<file path="config.mk">
export PLATFORM = sky130hd
export DESIGN_NAME = dual_axis_light_tracker_top
export DESIGN_NICKNAME = d
export VERILOG_FILES = /design/src/hw/rtl/dalt_pkg.sv /design/src/hw/rtl/dalt_accum.sv /design/src/hw/rtl/dalt_avg.sv /design/src/hw/rtl/dalt_diff.sv /design/src/hw/rtl/dalt_servo.sv /design/src/hw/rtl/dual_axis_light_tracker_top.sv
export SDC_FILE = /design/constraint.sdc
export NUM_CORES = 2
export LEC_CHECK = 0
export ABC_CLOCK_PERIOD_IN_PS = 12600
export BUFFER_PORTS_ARGS = -buffer_cell sky130_fd_sc_hd__buf_2
export CAP_MARGIN = 20
export CORE_MARGIN = 5
export CORE_UTILIZATION = 35
export CTS_BUF_LIST = sky130_fd_sc_hd__clkbuf_8
export DETAILED_ROUTE_END_ITERATION = 16
export GPL_ROUTABILITY_DRIVEN = 0
export PLACE_DENSITY = 0.54
export REMOVE_ABC_BUFFERS = 1
export SETUP_SLACK_MARGIN = 0.5
export SYNTH_ARGS = -nofsm -noshare
export SYNTH_HDL_FRONTEND = slang
export SYNTH_HIERARCHICAL = 1
export SYNTH_SLANG_ARGS = --single-unit
</file>
<file path="constraint.sdc">
create_clock -name clock -period 12.6 [get_ports clock]
set_input_delay 0.63 -clock clock [delete_from_list [all_inputs] [get_ports clock]]
set_output_delay 0.63 -clock clock [all_outputs]
set_load 0.02 [all_outputs]
</file>
<file path="src/hw/rtl/dalt_pkg.sv">
package dalt_pkg;

   localparam int SAMPLE_BITS     = 12;
   localparam int SAMPLES_DEFAULT = 5;
   localparam int ANGLE_BITS      = 8;
   localparam int LEVEL_BITS      = 12;
   localparam int TOL_BITS        = 13;
   localparam int CSR_INDEX_BITS  = 3;
   localparam int CSR_DATA_BITS   = 13;

   // register indexes
   localparam logic [CSR_INDEX_BITS-1:0] REG_LIGHT_THRESHOLD  = 3'd0;
   localparam logic [CSR_INDEX_BITS-1:0] REG_TOLERANCE_BRIGHT = 3'd1;
   localparam logic [CSR_INDEX_BITS-1:0] REG_TOLERANCE_DIM    = 3'd2;
   localparam logic [CSR_INDEX_BITS-1:0] REG_VERT_UPPER       = 3'd3;
   localparam logic [CSR_INDEX_BITS-1:0] REG_VERT_LOWER       = 3'd4;
   localparam logic [CSR_INDEX_BITS-1:0] REG_HORIZ_UPPER      = 3'd5;
   localparam logic [CSR_INDEX_BITS-1:0] REG_HORIZ_LOWER      = 3'd6;

   // reset values
   localparam logic [LEVEL_BITS-1:0] LIGHT_THRESHOLD_RST  = 12'd1000;
   localparam logic [TOL_BITS-1:0]   TOLERANCE_BRIGHT_RST = 13'd50;
   localparam logic [TOL_BITS-1:0]   TOLERANCE_DIM_RST    = 13'd200;
   localparam logic [ANGLE_BITS-1:0] VERT_UPPER_RST       = 8'd140;
   localparam logic [ANGLE_BITS-1:0] VERT_LOWER_RST       = 8'd1;
   localparam logic [ANGLE_BITS-1:0] HORIZ_UPPER_RST      = 8'd175;
   localparam logic [ANGLE_BITS-1:0] HORIZ_LOWER_RST      = 8'd5;
   localparam logic [ANGLE_BITS-1:0] VERT_POS_RST         = 8'd45;
   localparam logic [ANGLE_BITS-1:0] HORIZ_POS_RST        = 8'd180;

   // sensor lanes
   localparam int LANE_TL = 0;
   localparam int LANE_TR = 1;
   localparam int LANE_BL = 2;
   localparam int LANE_BR = 3;

   typedef struct packed {
      logic [SAMPLE_BITS-1:0] sample_top_left;
      logic [SAMPLE_BITS-1:0] sample_top_right;
      logic [SAMPLE_BITS-1:0] sample_bottom_left;
      logic [SAMPLE_BITS-1:0] sample_bottom_right;
   } req_type;

   typedef struct packed {
      logic [ANGLE_BITS-1:0] vertical_angle;
      logic [ANGLE_BITS-1:0] horizontal_angle;
      logic                  vertical_moved;
      logic                  horizontal_moved;
   } rsp_type;

   typedef struct packed {
      logic [LEVEL_BITS-1:0] light_threshold;
      logic [TOL_BITS-1:0]   tolerance_bright;
      logic [TOL_BITS-1:0]   tolerance_dim;
      logic [ANGLE_BITS-1:0] vertical_upper_limit;
      logic [ANGLE_BITS-1:0] vertical_lower_limit;
      logic [ANGLE_BITS-1:0] horizontal_upper_limit;
      logic [ANGLE_BITS-1:0] horizontal_lower_limit;
   } cfg_type;

   typedef logic [3:0][SAMPLE_BITS-1:0] avg_type;

   // axis errors as sign and magnitude
   typedef struct packed {
      logic                 v_neg;
      logic [SAMPLE_BITS-1:0] v_mag;
      logic                 h_neg;
      logic [SAMPLE_BITS:0] h_mag;
      logic                 bright;
   } err_type;

endpackage

</file>
<file path="src/hw/rtl/dalt_accum.sv">
module dalt_accum #(
   parameter int SAMPLES = dalt_pkg::SAMPLES_DEFAULT,
   localparam int SUM_BITS = dalt_pkg::SAMPLE_BITS + $clog2(SAMPLES)
) (
   input  logic                         clock,
   input  logic                         reset,
   input  logic                         req_valid,
   output logic                         req_ready,
   input  dalt_pkg::req_type            req_data,
   output logic                         tot_valid,
   input  logic                         tot_ready,
   output logic [3:0][SUM_BITS-1:0]     tot_sums
);

   localparam int CNT_BITS = (SAMPLES > 1) ? $clog2(SAMPLES) : 1;
   localparam logic [CNT_BITS-1:0] LAST_ROUND = CNT_BITS'(SAMPLES - 1);

   logic [3:0][dalt_pkg::SAMPLE_BITS-1:0] smp;
   logic [3:0][SUM_BITS-1:0] sums_ff;
   logic [3:0][SUM_BITS-1:0] sums_in;
   logic [3:0][SUM_BITS-1:0] tot_ff;
   logic [CNT_BITS-1:0]      round_ff;
   logic                     tot_valid_ff;
   logic                     accept;
   logic                     last;

   assign smp[dalt_pkg::LANE_TL] = req_data.sample_top_left;
   assign smp[dalt_pkg::LANE_TR] = req_data.sample_top_right;
   assign smp[dalt_pkg::LANE_BL] = req_data.sample_bottom_left;
   assign smp[dalt_pkg::LANE_BR] = req_data.sample_bottom_right;

   assign req_ready = !tot_valid_ff || tot_ready;
   assign accept    = req_valid && req_ready;
   assign last      = (round_ff == LAST_ROUND);

   always_comb begin
      for (int i = 0; i < 4; i++) begin
         sums_in[i] = sums_ff[i] + SUM_BITS'(smp[i]);
      end
   end

   always_ff @(posedge clock) begin
      if (reset) begin
         sums_ff      <= '0;
         round_ff     <= '0;
         tot_valid_ff <= 1'b0;
      end else begin
         if (accept && last) begin
            tot_valid_ff <= 1'b1;
         end else if (tot_ready) begin
            tot_valid_ff <= 1'b0;
         end
         if (accept) begin
            if (last) begin
               sums_ff  <= '0;
               round_ff <= '0;
            end else begin
               sums_ff  <= sums_in;
               round_ff <= round_ff + CNT_BITS'(1);
            end
         end
      end
   end

   always_ff @(posedge clock) begin
      if (accept && last) begin
         tot_ff <= sums_in;
      end
   end

   assign tot_valid = tot_valid_ff;
   assign tot_sums  = tot_ff;

endmodule

</file>
<file path="src/hw/rtl/dalt_avg.sv">
module dalt_avg #(
   parameter int SAMPLES = dalt_pkg::SAMPLES_DEFAULT,
   localparam int SUM_BITS = dalt_pkg::SAMPLE_BITS + $clog2(SAMPLES)
) (
   input  logic                     clock,
   input  logic                     reset,
   input  logic                     tot_valid,
   output logic                     tot_ready,
   input  logic [3:0][SUM_BITS-1:0] tot_sums,
   output logic                     avg_valid,
   input  logic                     avg_ready,
   output dalt_pkg::avg_type        avg_data
);

   // floor(n / SAMPLES) as (n * ceil(2^(N+L) / SAMPLES)) >> (N+L), exact for N-bit n
   localparam int LOG_S     = $clog2(SAMPLES);
   localparam int DIV_SHIFT = SUM_BITS + LOG_S;
   localparam int PROD_BITS = 2 * SUM_BITS + 1;
   localparam longint unsigned DIV_MAGIC =
      ((64'd1 << DIV_SHIFT) + 64'(SAMPLES) - 64'd1) / 64'(SAMPLES);
   localparam logic [SUM_BITS:0] MAGIC = (SUM_BITS + 1)'(DIV_MAGIC);

   logic [3:0][PROD_BITS-1:0] prod;
   dalt_pkg::avg_type         avg_in;
   dalt_pkg::avg_type         avg_ff;
   logic                      avg_valid_ff;

   always_comb begin
      for (int i = 0; i < 4; i++) begin
         prod[i]   = PROD_BITS'(tot_sums[i]) * PROD_BITS'(MAGIC);
         avg_in[i] = prod[i][DIV_SHIFT +: dalt_pkg::SAMPLE_BITS];
      end
   end

   assign tot_ready = !avg_valid_ff || avg_ready;

   always_ff @(posedge clock) begin
      if (reset) begin
         avg_valid_ff <= 1'b0;
      end else if (tot_ready) begin
         avg_valid_ff <= tot_valid;
      end
   end

   always_ff @(posedge clock) begin
      if (tot_valid && tot_ready) begin
         avg_ff <= avg_in;
      end
   end

   assign avg_valid = avg_valid_ff;
   assign avg_data  = avg_ff;

endmodule

</file>
<file path="src/hw/rtl/dalt_diff.sv">
module dalt_diff (
   input  logic              clock,
   input  logic              reset,
   input  dalt_pkg::cfg_type cfg,
   input  logic              avg_valid,
   output logic              avg_ready,
   input  dalt_pkg::avg_type avg_data,
   output logic              err_valid,
   input  logic              err_ready,
   output dalt_pkg::err_type err_data
);

   localparam int SB = dalt_pkg::SAMPLE_BITS;

   logic [SB-1:0]   lt, rt, ld, rd;
   logic [SB:0]     top_sum, bot_sum, left_sum, right_sum;
   logic [SB-1:0]   top_half, bot_half;
   logic [SB+1:0]   all_sum;
   logic [SB-1:0]   mean;
   dalt_pkg::err_type err_in;
   dalt_pkg::err_type err_ff;
   logic            err_valid_ff;

   always_comb begin
      lt = avg_data[dalt_pkg::LANE_TL];
      rt = avg_data[dalt_pkg::LANE_TR];
      ld = avg_data[dalt_pkg::LANE_BL];
      rd = avg_data[dalt_pkg::LANE_BR];

      top_sum   = {1'b0, lt} + {1'b0, rt};
      bot_sum   = {1'b0, ld} + {1'b0, rd};
      left_sum  = {1'b0, lt} + {1'b0, ld};
      right_sum = {1'b0, rt} + {1'b0, rd};
      top_half  = top_sum[SB:1];
      bot_half  = bot_sum[SB:1];

      err_in.v_neg = (top_half < bot_half);
      err_in.v_mag = err_in.v_neg ? (bot_half - top_half) : (top_half - bot_half);
      // left minus right over both rows
      err_in.h_neg = (left_sum < right_sum);
      err_in.h_mag = err_in.h_neg ? (right_sum - left_sum) : (left_sum - right_sum);

      all_sum       = {1'b0, left_sum} + {1'b0, right_sum};
      mean          = all_sum[SB+1:2];
      err_in.bright = (mean > cfg.light_threshold);
   end

   assign avg_ready = !err_valid_ff || err_ready;

   always_ff @(posedge clock) begin
      if (reset) begin
         err_valid_ff <= 1'b0;
      end else if (avg_ready) begin
         err_valid_ff <= avg_valid;
      end
   end

   always_ff @(posedge clock) begin
      if (avg_valid && avg_ready) begin
         err_ff <= err_in;
      end
   end

   assign err_valid = err_valid_ff;
   assign err_data  = err_ff;

endmodule

</file>
<file path="src/hw/rtl/dalt_servo.sv">
module dalt_servo (
   input  logic              clock,
   input  logic              reset,
   input  dalt_pkg::cfg_type cfg,
   input  logic              err_valid,
   output logic              err_ready,
   input  dalt_pkg::err_type err_data,
   output logic              rsp_valid,
   input  logic              rsp_ready,
   output dalt_pkg::rsp_type rsp_data
);

   localparam int AB = dalt_pkg::ANGLE_BITS;

   logic [dalt_pkg::TOL_BITS-1:0] tol;
   logic              v_move, h_move;
   logic [AB-1:0]     vpos_ff, vpos_in;
   logic [AB-1:0]     hpos_ff, hpos_in;
   dalt_pkg::rsp_type rsp_ff;
   logic              rsp_valid_ff;
   logic              accept;

   assign err_ready = !rsp_valid_ff || rsp_ready;
   assign accept    = err_valid && err_ready;

   always_comb begin
      tol    = err_data.bright ? cfg.tolerance_bright : cfg.tolerance_dim;
      v_move = ({1'b0, err_data.v_mag} > tol);
      h_move = (err_data.h_mag > tol);

      vpos_in = vpos_ff;
      if (v_move) begin
         if (!err_data.v_neg && (vpos_ff < cfg.vertical_upper_limit)) begin
            vpos_in = vpos_ff + AB'(1);
         end else if (err_data.v_neg && (vpos_ff > cfg.vertical_lower_limit)) begin
            vpos_in = vpos_ff - AB'(1);
         end
      end

      // right brighter (negative error) steps up
      hpos_in = hpos_ff;
      if (h_move) begin
         if (err_data.h_neg && (hpos_ff < cfg.horizontal_upper_limit)) begin
            hpos_in = hpos_ff + AB'(1);
         end else if (!err_data.h_neg && (hpos_ff > cfg.horizontal_lower_limit)) begin
            hpos_in = hpos_ff - AB'(1);
         end
      end
   end

   always_ff @(posedge clock) begin
      if (reset) begin
         vpos_ff      <= dalt_pkg::VERT_POS_RST;
         hpos_ff      <= dalt_pkg::HORIZ_POS_RST;
         rsp_valid_ff <= 1'b0;
      end else begin
         if (accept) begin
            vpos_ff      <= vpos_in;
            hpos_ff      <= hpos_in;
            rsp_valid_ff <= 1'b1;
         end else if (rsp_ready) begin
            rsp_valid_ff <= 1'b0;
         end
      end
   end

   always_ff @(posedge clock) begin
      if (accept) begin
         rsp_ff.vertical_angle   <= vpos_in;
         rsp_ff.horizontal_angle <= hpos_in;
         rsp_ff.vertical_moved   <= v_move;
         rsp_ff.horizontal_moved <= h_move;
      end
   end

   assign rsp_valid = rsp_valid_ff;
   assign rsp_data  = rsp_ff;

endmodule

</file>
<file path="src/hw/rtl/dual_axis_light_tracker_top.sv">
// Channel   Ports                              Direction  Moves
// req       req_valid/req_ready/req_data       in         one round of four sensor samples
// rsp       rsp_valid/rsp_ready/rsp_data       out        both angles and moved flags
// csr       csr_we/csr_index/csr_wdata         in         register write, no handshake
//
// One request per cycle while req_ready is high. A result follows only the request
// that closes a batch of SAMPLES rounds; it passes through the accumulate, divide,
// error and servo registers in turn before rsp_valid rises.
// Reset clears the sums, round count and pipeline and loads the default positions.
// Each stage holds while the stage after it is full and not ready; ready ripples
// back, so req_ready drops only while a finished batch waits behind a stalled stage.
module dual_axis_light_tracker_top #(
   parameter int SAMPLES = dalt_pkg::SAMPLES_DEFAULT
) (
   input  logic                                clock,
   input  logic                                reset,
   input  logic                                req_valid,
   output logic                                req_ready,
   input  dalt_pkg::req_type                   req_data,
   output logic                                rsp_valid,
   input  logic                                rsp_ready,
   output dalt_pkg::rsp_type                   rsp_data,
   input  logic                                csr_we,
   input  logic [dalt_pkg::CSR_INDEX_BITS-1:0] csr_index,
   input  logic [dalt_pkg::CSR_DATA_BITS-1:0]  csr_wdata
);

   localparam int SUM_BITS = dalt_pkg::SAMPLE_BITS + $clog2(SAMPLES);

   dalt_pkg::cfg_type        cfg_ff;
   logic                     tot_valid, tot_ready;
   logic [3:0][SUM_BITS-1:0] tot_sums;
   logic                     avg_valid, avg_ready;
   dalt_pkg::avg_type        avg_data;
   logic                     err_valid, err_ready;
   dalt_pkg::err_type        err_data;

   always_ff @(posedge clock) begin
      if (reset) begin
         cfg_ff.light_threshold        <= dalt_pkg::LIGHT_THRESHOLD_RST;
         cfg_ff.tolerance_bright       <= dalt_pkg::TOLERANCE_BRIGHT_RST;
         cfg_ff.tolerance_dim          <= dalt_pkg::TOLERANCE_DIM_RST;
         cfg_ff.vertical_upper_limit   <= dalt_pkg::VERT_UPPER_RST;
         cfg_ff.vertical_lower_limit   <= dalt_pkg::VERT_LOWER_RST;
         cfg_ff.horizontal_upper_limit <= dalt_pkg::HORIZ_UPPER_RST;
         cfg_ff.horizontal_lower_limit <= dalt_pkg::HORIZ_LOWER_RST;
      end else if (csr_we) begin
         unique case (csr_index)
            dalt_pkg::REG_LIGHT_THRESHOLD: begin
               cfg_ff.light_threshold <= csr_wdata[dalt_pkg::LEVEL_BITS-1:0];
            end
            dalt_pkg::REG_TOLERANCE_BRIGHT: begin
               cfg_ff.tolerance_bright <= csr_wdata[dalt_pkg::TOL_BITS-1:0];
            end
            dalt_pkg::REG_TOLERANCE_DIM: begin
               cfg_ff.tolerance_dim <= csr_wdata[dalt_pkg::TOL_BITS-1:0];
            end
            dalt_pkg::REG_VERT_UPPER: begin
               cfg_ff.vertical_upper_limit <= csr_wdata[dalt_pkg::ANGLE_BITS-1:0];
            end
            dalt_pkg::REG_VERT_LOWER: begin
               cfg_ff.vertical_lower_limit <= csr_wdata[dalt_pkg::ANGLE_BITS-1:0];
            end
            dalt_pkg::REG_HORIZ_UPPER: begin
               cfg_ff.horizontal_upper_limit <= csr_wdata[dalt_pkg::ANGLE_BITS-1:0];
            end
            dalt_pkg::REG_HORIZ_LOWER: begin
               cfg_ff.horizontal_lower_limit <= csr_wdata[dalt_pkg::ANGLE_BITS-1:0];
            end
            default: begin
            end
         endcase
      end
   end

   dalt_accum #(.SAMPLES(SAMPLES)) u_accum (
      .clock     (clock),
      .reset     (reset),
      .req_valid (req_valid),
      .req_ready (req_ready),
      .req_data  (req_data),
      .tot_valid (tot_valid),
      .tot_ready (tot_ready),
      .tot_sums  (tot_sums)
   );

   dalt_avg #(.SAMPLES(SAMPLES)) u_avg (
      .clock     (clock),
      .reset     (reset),
      .tot_valid (tot_valid),
      .tot_ready (tot_ready),
      .tot_sums  (tot_sums),
      .avg_valid (avg_valid),
      .avg_ready (avg_ready),
      .avg_data  (avg_data)
   );

   dalt_diff u_diff (
      .clock     (clock),
      .reset     (reset),
      .cfg       (cfg_ff),
      .avg_valid (avg_valid),
      .avg_ready (avg_ready),
      .avg_data  (avg_data),
      .err_valid (err_valid),
      .err_ready (err_ready),
      .err_data  (err_data)
   );

   dalt_servo u_servo (
      .clock     (clock),
      .reset     (reset),
      .cfg       (cfg_ff),
      .err_valid (err_valid),
      .err_ready (err_ready),
      .err_data  (err_data),
      .rsp_valid (rsp_valid),
      .rsp_ready (rsp_ready),
      .rsp_data  (rsp_data)
   );

endmodule

</file>
==> results.ini <==
[outcome]
result_of_the_run=finished, final reports clean

[final_layout]
post_layout_nonfiller_instances=4867
fin_nets=4510
post_route_cells_drive_above_1_share=0.0716
layout.cells.most_common_list=ha_1, inv_1, fa_1, nor2_1, a21oi_1
layout.cells.most_common=ha_1
area_delta_synth_final_pct=9.16
layout.cell_area.non_filler_um2=37100
num-fill-cells=9671
utilization=0.384

[cts]
cts_buffers=60
cts_hold_buffers=0
cts_max_level=2
cts_max_path_buffers=3
post_cts_resized=0
clkSlewWorstSetupHoldPaths_ps=60
cts.repair_timing.setup_buffer_count=0
cts_root_buffer=clkbuf_8
tritoncts_clock_tree=yes
clkSinkCount=307
clkLatencyLatePin_ps=720

[worst_setup_path]
critical_path_arrival_ps=6400
setup.worst_path.end_class=flop
path_max_fanout=5
worstPathRequired_ps=13060
crit_top_cell=inv_1
critical_path_class=flop to flop
worst_path_largest_cell_delay_ps=560
crit_slowest_cell=fa_1
crit_path_cell_trace=ha_1, inv_1, ha_1, a21o_1, fa_1, inv_1, fa_1, inv_1, fa_1, inv_1, fa_1, inv_1, ha_1, and3_1, and2_0, a221o_1, a31o_1, o31a_1, a32o_1, a211oi_2, xnor2_1
setup.worst_path.start_class=flop

[power]
p_leak_nw=18.2
power_frac_comb=0.188
report.power.total_w=0.00269
sw_frac_of_total=0.286
seq_power_share=0.414
p_clk_frac=0.397
power-per-cell-area_nw_per_um2=72.6
switchingPower_w=0.000770
intPower_w=0.00192
power.ir.vdd_worst_mv=0.0866

[synth]
syn-cell-area_um2=34000
synthesis.yosys.warnings=6
postSynthRegisterBits=307
ys_async_sr_fraction=0
seq_area_frac_synth=0.226
synthesized_area_per_cell_um2=9.85
post_synth_edffs=154
synth_ff_type=edfxtp_1
synthCells=3453
synthDistinctLibCells=108

[routing]
avgViaCountPerCell=4.93
routed_wire_length_per_instance_um=16.2
detail_route.drc_violations=0
overall_via_count_from_detail_route=24000
drtPass1Iterations=5
route.final.wire_length_um=78900
count_of_nets_left_with_antenna_violations_after_detail_routing=0
drt-initial-drc-count=1112

[sta]
period_needed_ps=5940
tns_ps=0
worst_pin_slew_ps=1030
timing.max_slew.rel_slack=0.314
setup_viol=0
setup_repair_after_global_routing_missed_its_margin=false
hold_viol_final=0
post_route_clock_period_utilization=0.471
achievable-frequency_mhz=168
maxSlewViolCount=0
fin_skew_ps=45.4

[floorplan]
top_level_ports=89
die_y_um=322
dieWidth_um=322
core-area_um2=96600
floorplan.die_area_um2=103000
floorplan.rows=114
start_util=0.352

[place]
numPlacedInstances=4756
placed_cell_area_um2=35800
port_buffers=88
place_hpwl_um=65200

[global_routing]
grt_antenna_before_repair=1
grt_start_max_net_pins=81
global_route.overflow_total=0
grt_pass1_vias=24300
wire_length_of_the_first_global_routing_pass_um=128000
global_route_usage_sum=0.152

[run]
max_capacitance_violation_total=0

[min_path]
holdCritPathClass=input port to flop

power by group through the flow:
stage	sequential, W	clock, W	combinational [W]
global placement	0.00114	0	0.000507
detailed placement	0.00114	0	0.000508
floorplan	0.00113	0	0.000380
global route	0.00112	0.00116	0.000578
CTS	0.00112	0.00112	0.000512
finish	0.00112	0.00107	0.000507
worst max-delay path, delay by kind of cell, from the launching register on:
kind	cells	cell delay, ps
AND/OR/NAND/NOR	2	320
XOR/XNOR	1	90
adder cells (fa/ha/maj)	7	3060
AO/OA/AOI/OAI	6	1520
buffers and inverters	5	250
flip-flops	1	430
cell usage after synthesis, drive strengths merged (26+ instances only):
cell type,instances,share of area
nand2,121,0.013
ha,665,0.24
dfxtp,153,0.090
xnor2,129,0.033
a21o,94,0.021
nor3,39,0.0057
a22o,34,0.0088
fa,234,0.14
nor2b,30,0.0055
nor2,192,0.021
clkbuf,37,0.0041
edfxtp,154,0.14
nand2b,93,0.017
nand3,44,0.0065
buf,39,0.0066
or2,26,0.0048
and3,30,0.0055
mux2i,98,0.029
a211oi,31,0.0075
inv,490,0.054
o21ai,108,0.016
o21bai,26,0.0057
xor2,87,0.022
a21oi,184,0.028
worst paths after layout:
path                   startpoint                   to  slack, ps  cells past startpoint
max reg2reg  u_accum/tot_sums[44]   u_avg/avg_data[35]       6660                     21
min reg2reg   u_accum/sums_ff[30]  u_accum/sums_ff[30]        460                      2
min                     req_valid    u_accum/tot_valid        210                      3
max          u_accum/tot_sums[44]   u_avg/avg_data[35]       6660                     21
cell type report:
cell class | count | area [µm²] | share of cell area
clock inverters | 27 | 169 | 0.00455
inverters | 490 | 1840 | 0.0496
clock buffers | 81 | 1110 | 0.0300
repair buffers | 103 | 556 | 0.0150
well taps | 1276 | 1600 | 0.0430
diodes | 3 | 7.51 | 0.000202
flip-flops and latches | 307 | 7690 | 0.207
multi-input cells | 2580 | 24100 | 0.650
metal layers:
| metal | vias to the layer above | GRT usage | wire length, µm |
|---|---|---|---|
| met3 | 105 | 0.0187 | 2320 |
| met5 | - | 0 | 0 |
| met2 | 332 | 0.258 | 36800 |
| li1 | 12200 | - | - |
| met4 | 0 | 0.0402 | 1860 |
| met1 | 11300 | 0.206 | 37900 |
flip-flops by register name (all words and copies together) (netlist names), 3 cells and up:
signal,count
u_accum/sums_ff,60
u_servo/hpos_ff,8
u_diff/err_data,28
u_avg/avg_data,48
cfg_ff,70
u_accum/tot_sums,60
u_servo/vpos_ff,8
u_servo/rsp_data,18
u_accum/round_ff,3
per-stage QoR:
stage | setup slack [ps] | hold WS, ps
after floorplan | 6870 | 428
after global placement | 6650 | 444
after detailed placement | 6630 | 450
after CTS | 6610 | 109
after global routing | 6310 | 143
final | 6660 | 208
cells by family (layout without fill, tap and decap cells):
group,after synthesis,count (layout),share of synthesized area
XOR/XNOR,216,216,0.0556
buffers and inverters,566,701,0.0649
multiplexers,104,104,0.0309
AO/OA/AOI/OAI,680,680,0.137
flip-flops,307,307,0.226
AND/OR/NAND/NOR,681,681,0.103
adder cells (fa/ha/maj),899,899,0.382
other,0,3,0
No activity file was read; power rests on OpenSTA's default activity.
